`src/rtl/pba_pkg.sv`:
```
// Shared types, codes and constants of the paged bump allocator.
`timescale 1ns / 1ps
`default_nettype none

package pba_pkg;

    // Fixed widths of the datapath
    localparam int unsigned ADDR_BITS  = 32;
    localparam int unsigned SUM_BITS   = 36;
    localparam int unsigned ALU_BITS   = 36;
    localparam int unsigned ALIGN_BITS = 17;

    // Page start rounding
    localparam int unsigned          PAGE_ALIGN      = 8;
    localparam logic [ADDR_BITS-1:0] PAGE_ALIGN_MASK = ADDR_BITS'(PAGE_ALIGN - 1);

    // Operation codes
    localparam logic [2:0] OP_ALLOC    = 3'd0;
    localparam logic [2:0] OP_ADD_PAGE = 3'd1;
    localparam logic [2:0] OP_FREE_ALL = 3'd2;
    localparam logic [2:0] OP_GC       = 3'd3;
    localparam logic [2:0] OP_QUERY    = 3'd4;

    // Status codes
    localparam logic [2:0] ST_OK        = 3'd0;
    localparam logic [2:0] ST_NO_PAGES  = 3'd1;
    localparam logic [2:0] ST_ZERO_SIZE = 3'd2;
    localparam logic [2:0] ST_BAD_ALIGN = 3'd3;
    localparam logic [2:0] ST_OOM       = 3'd4;
    localparam logic [2:0] ST_FULL      = 3'd5;

    // Configuration register indexes
    localparam logic REG_ARENA_BASE  = 1'b0;
    localparam logic REG_GROW_ENABLE = 1'b1;

    // Request transaction
    typedef struct packed {
        logic [2:0]            op;
        logic [31:0]           size;
        logic [ALIGN_BITS-1:0] alignment;
    } t_in_item;

    // Result transaction
    typedef struct packed {
        logic [2:0]          status;
        logic [31:0]         address;
        logic [SUM_BITS-1:0] total_bytes;
        logic [SUM_BITS-1:0] allocated_bytes;
        logic [SUM_BITS-1:0] free_bytes;
        logic [4:0]          pages_in_use;
        logic [3:0]          active_page;
    } t_out_item;

    // Sequencer states
    typedef enum logic [4:0] {
        S_IDLE,
        S_DECODE,
        S_A_CUR,
        S_A_NEED,
        S_A_FIT,
        S_A_ADDR,
        S_G_READ,
        S_P_ROUND,
        S_P_HDR,
        S_P_END,
        S_FREE,
        S_GC_CHK,
        S_GC_END,
        S_Q_LEN,
        S_Q_USED,
        S_Q_F1,
        S_Q_F2,
        S_Q_F3,
        S_DONE
    } t_state;

endpackage

`default_nettype wire

```
`src/rtl/pba_ram.sv`:
```
// Generic single-write, single-read RAM with registered read data.
`timescale 1ns / 1ps
`default_nettype none

module pba_ram #(
    parameter int unsigned WIDTH = 32,
    parameter int unsigned DEPTH = 16
) (
    input  wire logic                                   i_clk,
    input  wire logic                                   i_we,
    input  wire logic [(DEPTH > 1 ? $clog2(DEPTH) : 1)-1:0] i_waddr,
    input  wire logic [WIDTH-1:0]                       i_wdata,
    input  wire logic [(DEPTH > 1 ? $clog2(DEPTH) : 1)-1:0] i_raddr,
    output logic      [WIDTH-1:0]                       o_rdata
);

    logic [WIDTH-1:0] r_mem [DEPTH];

    // Write port and registered read port
    always_ff @(posedge i_clk) begin
        if (i_we) begin
            r_mem[i_waddr] <= i_wdata;
        end
        o_rdata <= r_mem[i_raddr];
    end

endmodule

`default_nettype wire

```
`src/rtl/paged_bump_allocator_top.sv`:
```
// Paged bump allocator: page table, sequencer and shared adder.
//
//  Channel   Direction  Handshake             Payload
//  in        request    i_in_valid/o_in_ready  i_in_item  (t_in_item)
//  out       result     o_out_valid/i_out_ready o_out_item (t_out_item)
//  config    APB write  psel/penable/pwrite   paddr, pwdata, prdata
//
// One request at a time runs through a sequencer that drives one 36-bit adder.
// Reset clears the page count, current page, arena pointers and grow enable.
// Completion holds while the output register is full; a new request is taken
// while the previous result still waits on the output.
`timescale 1ns / 1ps
`default_nettype none

module paged_bump_allocator_top
    import pba_pkg::*;
#(
    parameter int unsigned MAX_PAGES    = 16,
    parameter int unsigned HEADER_BYTES = 24
) (
    input  wire logic        i_clk,
    input  wire logic        i_rst_n,
    // request channel
    input  wire logic        i_in_valid,
    output logic             o_in_ready,
    input  wire t_in_item    i_in_item,
    // result channel
    output logic             o_out_valid,
    input  wire logic        i_out_ready,
    output t_out_item        o_out_item,
    // configuration port
    input  wire logic        psel,
    input  wire logic        penable,
    input  wire logic        pwrite,
    input  wire logic [2:0]  paddr,
    input  wire logic [31:0] pwdata,
    output logic [31:0]      prdata,
    output logic             pready
);

    localparam int unsigned IDX_W = (MAX_PAGES > 1) ? $clog2(MAX_PAGES) : 1;
    localparam int unsigned CNT_W = $clog2(MAX_PAGES + 1);
    localparam int unsigned GEO_W = 2 * ADDR_BITS;

    // Control state
    t_state               r_state, n_state;
    logic [CNT_W-1:0]     r_total, n_total;
    logic [IDX_W-1:0]     r_current, n_current;
    logic [ADDR_BITS-1:0] r_arena_base, n_arena_base;
    logic [ADDR_BITS-1:0] r_arena_end, n_arena_end;
    logic                 r_grow_en, n_grow_en;
    logic                 r_out_valid, n_out_valid;

    // Working registers
    logic [2:0]            r_op, n_op;
    logic [31:0]           r_size, n_size;
    logic [ALIGN_BITS-1:0] r_align, n_align;
    logic [IDX_W-1:0]      r_idx, n_idx;
    logic [ADDR_BITS-1:0]  r_cur, n_cur;
    logic [ADDR_BITS:0]    r_need, n_need;
    logic [ADDR_BITS-1:0]  r_addr, n_addr;
    logic [2:0]            r_status, n_status;
    logic [ADDR_BITS-1:0]  r_plen, n_plen;
    logic [ADDR_BITS-1:0]  r_start, n_start;
    logic                  r_grown, n_grown;
    logic [SUM_BITS-1:0]   r_tot, n_tot;
    logic [SUM_BITS-1:0]   r_usum, n_usum;
    logic [SUM_BITS-1:0]   r_tpre, n_tpre;
    logic [SUM_BITS-1:0]   r_upre, n_upre;
    logic [SUM_BITS-1:0]   r_fr, n_fr;
    t_out_item             r_out, n_out;

    // Page table memories
    logic                 geo_we;
    logic [GEO_W-1:0]     geo_wdata;
    logic [GEO_W-1:0]     geo_rdata;
    logic                 used_we;
    logic [IDX_W-1:0]     used_waddr;
    logic [ADDR_BITS-1:0] used_wdata;
    logic [ADDR_BITS-1:0] used_rdata;

    // Shared adder
    logic [ALU_BITS-1:0] alu_a, alu_b, alu_y;
    logic                alu_sub;

    // Derived conditions
    logic                  in_fire, cfg_write, out_free;
    logic [ADDR_BITS-1:0]  pv_base, pv_len, pv_used;
    logic [ALIGN_BITS-1:0] pad;
    logic [CNT_W-1:0]      idx_next, total_m1;
    logic                  more_pages, table_full, fit, align_bad, alloc_reject;
    logic                  gc_more, gc_go;
    logic [63:0]           total_wide, current_wide;

    assign in_fire   = i_in_valid && o_in_ready;
    assign cfg_write = psel && penable && pwrite;
    assign out_free  = !r_out_valid || i_out_ready;

    // Page under test: from the table, or the page just appended
    assign pv_base = r_grown ? r_start : geo_rdata[GEO_W-1:ADDR_BITS];
    assign pv_len  = r_grown ? r_plen  : geo_rdata[ADDR_BITS-1:0];
    assign pv_used = r_grown ? '0      : used_rdata;

    // Padding up to the requested alignment
    assign pad = (~r_cur[ALIGN_BITS-1:0] + ALIGN_BITS'(1)) & (r_align - ALIGN_BITS'(1));

    assign idx_next     = CNT_W'(r_idx) + CNT_W'(1);
    assign total_m1     = r_total - CNT_W'(1);
    assign more_pages   = idx_next < r_total;
    assign table_full   = r_total >= CNT_W'(MAX_PAGES);
    assign fit          = alu_y <= ALU_BITS'(pv_len);
    assign align_bad    = (r_align == '0) || ((r_align & (r_align - ALIGN_BITS'(1))) != '0);
    assign alloc_reject = (r_total == '0) || (r_size == '0) || align_bad;
    assign gc_go        = (r_total != '0) && (CNT_W'(r_current) < r_total);
    assign gc_more      = (total_m1 != '0) && (CNT_W'(r_current) < total_m1);

    // Adder: a + b, or a - b
    assign alu_y = alu_a + (alu_sub ? ~alu_b : alu_b) + ALU_BITS'(alu_sub);

    // Select adder operands per step
    always_comb begin
        alu_a   = '0;
        alu_b   = '0;
        alu_sub = 1'b0;
        unique case (r_state)
            S_A_CUR: begin
                alu_a = ALU_BITS'(pv_base);
                alu_b = ALU_BITS'(pv_used);
            end
            S_A_NEED: begin
                alu_a = ALU_BITS'(r_size);
                alu_b = ALU_BITS'(pad);
            end
            S_A_FIT: begin
                alu_a = ALU_BITS'(pv_used);
                alu_b = ALU_BITS'(r_need);
            end
            S_A_ADDR: begin
                alu_a = ALU_BITS'(r_cur);
                alu_b = ALU_BITS'(pad);
            end
            S_P_ROUND: begin
                alu_a = ALU_BITS'(r_arena_end);
                alu_b = ALU_BITS'(PAGE_ALIGN_MASK);
            end
            S_P_HDR: begin
                alu_a = ALU_BITS'(r_start);
                alu_b = ALU_BITS'(HEADER_BYTES);
            end
            S_P_END: begin
                alu_a = ALU_BITS'(r_start);
                alu_b = ALU_BITS'(r_plen);
            end
            S_Q_LEN: begin
                alu_a = r_tot;
                alu_b = ALU_BITS'(pv_len);
            end
            S_Q_USED: begin
                alu_a = r_usum;
                alu_b = ALU_BITS'(pv_used);
            end
            S_Q_F1: begin
                alu_a   = r_tot;
                alu_b   = r_tpre;
                alu_sub = 1'b1;
            end
            S_Q_F2: begin
                alu_a   = r_fr;
                alu_b   = r_usum;
                alu_sub = 1'b1;
            end
            S_Q_F3: begin
                alu_a = r_fr;
                alu_b = r_upre;
            end
            default: begin
                alu_a = '0;
            end
        endcase
    end

    // Next state
    always_comb begin
        n_state = r_state;
        unique case (r_state)
            S_IDLE: begin
                if (in_fire) n_state = S_DECODE;
            end
            S_DECODE: begin
                unique case (r_op)
                    OP_ALLOC:    n_state = alloc_reject ? S_DONE : S_A_CUR;
                    OP_ADD_PAGE: n_state = table_full ? S_DONE : S_P_ROUND;
                    OP_FREE_ALL: n_state = (r_total == '0) ? S_DONE : S_FREE;
                    OP_GC:       n_state = gc_go ? S_GC_CHK : S_GC_END;
                    OP_QUERY:    n_state = (r_total == '0) ? S_DONE : S_Q_LEN;
                    default:     n_state = S_DONE;
                endcase
            end
            S_A_CUR:  n_state = S_A_NEED;
            S_A_NEED: n_state = S_A_FIT;
            S_A_FIT: begin
                if (fit) begin
                    n_state = S_A_ADDR;
                end else if (r_grown) begin
                    n_state = S_DONE;
                end else if (more_pages) begin
                    n_state = S_A_CUR;
                end else if (!r_grow_en || table_full) begin
                    n_state = S_DONE;
                end else begin
                    n_state = S_G_READ;
                end
            end
            S_A_ADDR:  n_state = S_DONE;
            S_G_READ:  n_state = S_P_ROUND;
            S_P_ROUND: n_state = S_P_HDR;
            S_P_HDR:   n_state = S_P_END;
            S_P_END:   n_state = (r_op == OP_ALLOC) ? S_A_CUR : S_DONE;
            S_FREE:    n_state = more_pages ? S_FREE : S_DONE;
            S_GC_CHK: begin
                if (used_rdata != '0 || !gc_more) n_state = S_GC_END;
            end
            S_GC_END:  n_state = S_DONE;
            S_Q_LEN:   n_state = S_Q_USED;
            S_Q_USED:  n_state = more_pages ? S_Q_LEN : S_Q_F1;
            S_Q_F1:    n_state = S_Q_F2;
            S_Q_F2:    n_state = S_Q_F3;
            S_Q_F3:    n_state = S_DONE;
            S_DONE: begin
                if (out_free) n_state = S_IDLE;
            end
            default:   n_state = S_IDLE;
        endcase
    end

    // Datapath and table writes
    always_comb begin
        n_total      = r_total;
        n_current    = r_current;
        n_arena_base = r_arena_base;
        n_arena_end  = r_arena_end;
        n_grow_en    = r_grow_en;
        n_op         = r_op;
        n_size       = r_size;
        n_align      = r_align;
        n_idx        = r_idx;
        n_cur        = r_cur;
        n_need       = r_need;
        n_addr       = r_addr;
        n_status     = r_status;
        n_plen       = r_plen;
        n_start      = r_start;
        n_grown      = r_grown;
        n_tot        = r_tot;
        n_usum       = r_usum;
        n_tpre       = r_tpre;
        n_upre       = r_upre;
        n_fr         = r_fr;
        n_out        = r_out;
        n_out_valid  = r_out_valid && !i_out_ready;
        geo_we       = 1'b0;
        geo_wdata    = {r_start, r_plen};
        used_we      = 1'b0;
        used_waddr   = r_idx;
        used_wdata   = '0;

        // Configuration writes
        if (cfg_write) begin
            unique case (paddr[2])
                REG_ARENA_BASE: begin
                    n_arena_base = pwdata;
                    n_arena_end  = pwdata;
                end
                REG_GROW_ENABLE: n_grow_en = pwdata[0];
                default:         n_grow_en = r_grow_en;
            endcase
        end

        unique case (r_state)
            S_IDLE: begin
                if (in_fire) begin
                    n_op    = i_in_item.op;
                    n_size  = i_in_item.size;
                    n_align = i_in_item.alignment;
                end
            end
            S_DECODE: begin
                n_status = ST_OK;
                n_addr   = '0;
                n_grown  = 1'b0;
                n_tot    = '0;
                n_usum   = '0;
                n_tpre   = '0;
                n_upre   = '0;
                n_fr     = '0;
                unique case (r_op)
                    OP_ALLOC: begin
                        n_idx = r_current;
                        if (r_total == '0) begin
                            n_status = ST_NO_PAGES;
                        end else if (r_size == '0) begin
                            n_status = ST_ZERO_SIZE;
                        end else if (align_bad) begin
                            n_status = ST_BAD_ALIGN;
                        end
                    end
                    OP_ADD_PAGE: begin
                        n_plen = r_size;
                        if (table_full) n_status = ST_FULL;
                    end
                    OP_FREE_ALL: begin
                        n_current = '0;
                        n_idx     = '0;
                    end
                    OP_GC: begin
                        n_idx = IDX_W'(total_m1);
                    end
                    OP_QUERY: begin
                        n_idx = '0;
                    end
                    default: begin
                        n_status = ST_OK;
                    end
                endcase
            end
            S_A_CUR: begin
                n_cur = alu_y[ADDR_BITS-1:0];
            end
            S_A_NEED: begin
                n_need = alu_y[ADDR_BITS:0];
            end
            S_A_FIT: begin
                if (fit) begin
                    used_we    = 1'b1;
                    used_wdata = alu_y[ADDR_BITS-1:0];
                    n_current  = r_idx;
                end else if (r_grown) begin
                    n_status = ST_OOM;
                end else if (more_pages) begin
                    n_idx = IDX_W'(idx_next);
                end else if (!r_grow_en || table_full) begin
                    n_status = ST_OOM;
                end else begin
                    n_idx = IDX_W'(total_m1);
                end
            end
            S_A_ADDR: begin
                n_addr = alu_y[ADDR_BITS-1:0];
            end
            S_G_READ: begin
                n_plen = geo_rdata[ADDR_BITS-1:0];
            end
            S_P_ROUND: begin
                n_start = alu_y[ADDR_BITS-1:0] & ~PAGE_ALIGN_MASK;
            end
            S_P_HDR: begin
                n_start = alu_y[ADDR_BITS-1:0];
            end
            S_P_END: begin
                // Place the page and bump the arena end
                geo_we      = 1'b1;
                used_we     = 1'b1;
                used_waddr  = IDX_W'(r_total);
                n_arena_end = alu_y[ADDR_BITS-1:0];
                n_total     = r_total + CNT_W'(1);
                if (r_op == OP_ALLOC) begin
                    n_idx     = IDX_W'(r_total);
                    n_current = IDX_W'(r_total);
                    n_grown   = 1'b1;
                end
            end
            S_FREE: begin
                used_we = 1'b1;
                if (more_pages) n_idx = IDX_W'(idx_next);
            end
            S_GC_CHK: begin
                // Drop an empty trailing page
                if (used_rdata == '0) begin
                    n_total = total_m1;
                    n_idx   = IDX_W'(total_m1 - CNT_W'(1));
                end
            end
            S_GC_END: begin
                n_current = (r_total != '0) ? IDX_W'(total_m1) : '0;
            end
            S_Q_LEN: begin
                if (r_idx == r_current) begin
                    n_tpre = r_tot;
                    n_upre = r_usum;
                end
                n_tot = alu_y;
            end
            S_Q_USED: begin
                n_usum = alu_y;
                if (more_pages) n_idx = IDX_W'(idx_next);
            end
            S_Q_F1, S_Q_F2, S_Q_F3: begin
                n_fr = alu_y;
            end
            S_DONE: begin
                // Hand the result to the output register
                if (out_free) begin
                    n_out_valid           = 1'b1;
                    n_out.status          = r_status;
                    n_out.address         = r_addr;
                    n_out.total_bytes     = (r_op == OP_QUERY) ? r_tot  : '0;
                    n_out.allocated_bytes = (r_op == OP_QUERY) ? r_usum : '0;
                    n_out.free_bytes      = (r_op == OP_QUERY) ? r_fr   : '0;
                    n_out.pages_in_use    = total_wide[4:0];
                    n_out.active_page     = current_wide[3:0];
                end
            end
            default: begin
                n_idx = r_idx;
            end
        endcase
    end

    assign total_wide   = 64'(r_total);
    assign current_wide = 64'(r_current);

    // Control registers
    always_ff @(posedge i_clk) begin
        if (!i_rst_n) begin
            r_state      <= S_IDLE;
            r_total      <= '0;
            r_current    <= '0;
            r_arena_base <= '0;
            r_arena_end  <= '0;
            r_grow_en    <= 1'b0;
            r_out_valid  <= 1'b0;
        end else begin
            r_state      <= n_state;
            r_total      <= n_total;
            r_current    <= n_current;
            r_arena_base <= n_arena_base;
            r_arena_end  <= n_arena_end;
            r_grow_en    <= n_grow_en;
            r_out_valid  <= n_out_valid;
        end
    end

    // Working registers
    always_ff @(posedge i_clk) begin
        r_op     <= n_op;
        r_size   <= n_size;
        r_align  <= n_align;
        r_idx    <= n_idx;
        r_cur    <= n_cur;
        r_need   <= n_need;
        r_addr   <= n_addr;
        r_status <= n_status;
        r_plen   <= n_plen;
        r_start  <= n_start;
        r_grown  <= n_grown;
        r_tot    <= n_tot;
        r_usum   <= n_usum;
        r_tpre   <= n_tpre;
        r_upre   <= n_upre;
        r_fr     <= n_fr;
        r_out    <= n_out;
    end

    // Page base and length
    pba_ram #(
        .WIDTH (GEO_W),
        .DEPTH (MAX_PAGES)
    ) u_geo_ram (
        .i_clk   (i_clk),
        .i_we    (geo_we),
        .i_waddr (IDX_W'(r_total)),
        .i_wdata (geo_wdata),
        .i_raddr (n_idx),
        .o_rdata (geo_rdata)
    );

    // Used bytes per page
    pba_ram #(
        .WIDTH (ADDR_BITS),
        .DEPTH (MAX_PAGES)
    ) u_used_ram (
        .i_clk   (i_clk),
        .i_we    (used_we),
        .i_waddr (used_waddr),
        .i_wdata (used_wdata),
        .i_raddr (n_idx),
        .o_rdata (used_rdata)
    );

    // Ports
    assign o_in_ready  = (r_state == S_IDLE);
    assign o_out_valid = r_out_valid;
    assign o_out_item  = r_out;
    assign pready      = 1'b1;
    assign prdata      = (paddr[2] == REG_GROW_ENABLE) ? {31'd0, r_grow_en} : r_arena_base;

endmodule

`default_nettype wire

```
`config.mk`:
```
export PLATFORM = sky130hd
export DESIGN_NAME = paged_bump_allocator_top
export DESIGN_NICKNAME = d
export VERILOG_FILES = /design/src/rtl/pba_pkg.sv /design/src/rtl/pba_ram.sv /design/src/rtl/paged_bump_allocator_top.sv
export SDC_FILE = /design/constraint.sdc
export NUM_CORES = 2
export LEC_CHECK = 0
export BUFFER_PORTS_ARGS = -buffer_cell sky130_fd_sc_hd__buf_4
export CAP_MARGIN = 40
export CELL_PAD_IN_SITES_DETAIL_PLACEMENT = 1
export CELL_PAD_IN_SITES_GLOBAL_PLACEMENT = 1
export CORE_MARGIN = 2
export CORE_UTILIZATION = 50
export CTS_BUF_LIST = sky130_fd_sc_hd__clkbuf_2
export CTS_CLUSTER_SIZE = 10
export DETAILED_ROUTE_END_ITERATION = 8
export PLACE_DENSITY = 0.82
export SYNTH_ARGS = -nofsm -noshare
export SYNTH_HDL_FRONTEND = slang
export SYNTH_SLANG_ARGS = --single-unit
export TNS_END_PERCENT = 50
```
`constraint.sdc`:
```
create_clock -name i_clk -period 29.5 [get_ports i_clk]
set_input_delay 1.475 -clock i_clk [delete_from_list [all_inputs] [get_ports i_clk]]
set_output_delay 1.475 -clock i_clk [all_outputs]
set_load 0.05 [all_outputs]
```
==> summary.md <==
| Metric | Value |
|---|---|
| Status | finished with violations |
| Failing checks | design-rule violations |
| Final hold slack | 0.1012 ns |
| CP max-delay cell | buf_4 |
| Flop pwr share | 32.2% |
| Vias | 68540 |
| Commonest cells in the netlist | 2085 x edfxtp_1, 483 x nand2_1, 348 x a21oi_1 |
| Clk_skew | 0.3008 ns |
| Worst path bufs/invs | 9 |
| Die Span X | 437.2 um |
| Top Family by Delay on Critical Path | compound AO/OA/AOI/OAI gates |
| Min-delay src | i_in_valid |
| Startpoint Class | register |
| Core area | 187200 sq um |
| Critical path class | reg -> reg |
| Cts repair resizes | 0 |
| Hold crit path type | in -> reg |
| Largest net degree at the start of global routing | 266 |
| Tcrit/Tclk final | 52.59% |
| DR pass1 iterations | 9 |
| Top fanout value on the critical path | 77 |
| Post-synth cell types | 91 |
| Final setup fails | 0 |
| Final ANT Viol Nets | 0 |
| Setup_tns | 0 ns |
| Clock root buffer | clkbuf_2 |
| Synthesis Warnings | 0 |
| Internal | 7108 uW |
| Final hold viol count | 0 |
| Die Height | 437.2 um |
| Starting Density | 50.13% |
| Clk pwr share | 16.7% |
| CTS sink count | 2265 |
| Critical Path RT | 31.32 ns |
| Area Growth Syn to Fin | 13.26% |
| CTS tree | done |
| Register area | 66210 sq um |
| Ranking of synthesized cells by area | edfxtp_1 67%, dfxtp_1 3.8%, mux2_2 3.2%, mux2_1 2.1%, nand2_1 1.9% |
| Grt total ovfl | 0 |
| Max-cap violations | 0 |
| Leak | 0.03759 uW |
| Syn Nets | 6787 |
| Synth area leader | edfxtp_1 |
| Main synth FF type | edfxtp_1 |
| Switching share of total power | 47.90% |
| Relative slew margins | 10.08% |
| Vias per cell | 6.668 |
| Vias in the first global route | 71460 |
| Crit path from | r_align[0] |
| Mapped Area | 93840 sq um |
| Pre-CTS setup slack | 14.63 ns |
| Worst-path clk slew | 0.15 ns |
| R2R Setup Slk | 13.98 ns |
| Post-route setup slack | 13.98 ns |
| Synth top area share | 66.72% |
| Slowest stage delay, CP | 0.87 ns |
| P per Cell Area | 128.4 nW/um^2 |
| DP Wirelength | 212.0 mm |
| Post-route cell area | 106300 sq um |
| Std-Cell Rows | 159 |
| CTS buffer count | 575 |
| Worst-Skew Late Latency | 2.02 ns |
| Top Ports | 281 |
| Max Fclk | 64.45 MHz |
| Hold buffers post-CTS | 87 |
| Post-CTS Setup Inserts | 0 |
| Final GP Congestion | 0.9923 |
| Placed inst area | 99880 sq um |
| Post-synthesis register bit count | 2265 |
| Post-synthesis average cell area | 14.24 sq um |
| Iter 0 DRT Violations | 9358 |
| Total global-route track usage | 36.11% |
| Cell mode on critical path | or3_1 |
| FILL cells | 18410 |
| Die Area | 191200 sq um |
| Actual slew at the worst max-slew pin | 1.349 ns |
| Worst-case vdd ir drop | 0.2718 mV |
| Antenna violations before repair | 43 |
| Detailed-route wire length per cell | 34.45 um |
| Post-Syn Instances | 6592 |
| Layout cells sized above 1 | 23.69% |
| FF-to-FF Start | r_align[0] |
| Post-synth EDFFs | 2085 |
| H-tree depth | 6 |
| Switching power | 6536 uW |
| Area of the multi-input gates | 25330 sq um |
| Critical Path AT | 17.34 ns |
| Combinational share of power | 51.1% |
| NumNets Final | 7495 |
| DR DRC count | 9 |
| Final worst path period need | 15.52 ns |
| Async set-reset flop share out of synthesis | 0% |
| Critical Path Sink Type | register |
| Slew Viols, Final | 0 |
| RSZ-0062 raised after global routing | no |
| Register area share after synthesis | 70.56% |
| Detailed Route WL | 354.0 mm |
| PnR Total Power | 13640 uW |
| First-pass GRT wire length | 497.8 mm |
| Port Buffers | 277 |
| Most frequent cell after synthesis | edfxtp_1 |
| Clk buf depth | 4 |
layer usage:
layer  vias up  track usage [%]  routed length (um)  part of all wire (%)
met2      5302            56.64              163100                    46
met4        30            27.63               31220                   8.8
met5         -                0                 346                 0.098
li1      27300                -                   -                     -
met1     34440            42.23              120300                    34
met3      1469            10.07               39060                    11
stage by stage:
step / util, % / instances
finish: 56.77 / 10280
global placement: 52.92 / 9075
global route: 56.74 / 10250
CTS: 56.65 / 10230
floorplan: - / 6592
detailed placement: 53.35 / 9114
tightest hold or removal path: cells and delay by family:
family          cells  cell delay [ns]
buf+inv             1             0.12
simple gates        2             0.32
compound gates      2             0.14
sequential cells by signal, summed over array words and instances, names as in the netlist, 32 cells and up:
register / cells
u_geo_ram.o_rdata: 64
u_used_ram.o_rdata: 32
r_tpre: 36
o_out_item: 152
r_start: 32
u_geo_ram.r_mem: 1024
r_usum: 36
u_used_ram.r_mem: 512
r_arena_end: 32
r_need: 33
r_fr: 36
r_addr: 32
r_tot: 36
r_arena_base: 32
r_size: 32
r_upre: 36
r_cur: 32
r_plen: 32
area by class of cell:
class / instances / share of cell area, %
antenna: 36 / 0.08476
clock inverter: 138 / 0.8088
clock buffer: 886 / 4.172
inverter: 272 / 0.9924
sequential: 2265 / 62.30
multi-input combinational: 3608 / 23.83
tap: 2495 / 2.937
timing repair buffer: 578 / 4.871
final timing paths:
path | cells after the start | end
worst max-delay path | 40 | u_geo_ram.o_rdata[11]
worst min-delay path | 5 | r_state[2]
worst max register to register | 40 | u_geo_ram.o_rdata[11]
worst min register to register | 0 | o_out_item[123]
cells by family after synthesis:
family                   Yosys count  share of synthesized area (%)
AO/OA/AOI/OAI                   1682                          12.30
buffers and inverters            719                          3.076
flip-flops                      2265                          70.56
XOR/XNOR                          70                         0.6533
multiplexers                     480                          5.708
other                              1                       0.003996
adder cells (fa/ha/maj)          101                          1.355
AND/OR/NAND/NOR                 1274                          6.343
power groups by stage:
stage / clock, uW / combinational [uW] / sequential, uW
finish: 2280 / 6970 / 4390
global route: 2440 / 7220 / 4370
CTS: 2260 / 6720 / 4350
detailed placement: 0 / 6630 / 4420
global placement: 0 / 6160 / 4410
floorplan: 0 / 4120 / 4200
cell usage in the layout (no fill, tap or decap), drive strengths merged, types with 63 or more instances in the layout:
master,count
edfxtp,2085
clkbuf,886
buf,491
nand2,484
mux2,441
a21oi,348
nor2,315
o21ai,287
inv,283
o211ai,205
o22ai,200
dfxtp,180
and3,120
a221o,114
clkinv,114
a211oi,114
a31oi,113
ha,100
dlygate4sd3,87
and2,79
a222oi,63
Note: power is estimated with default switching activity, not from simulation.
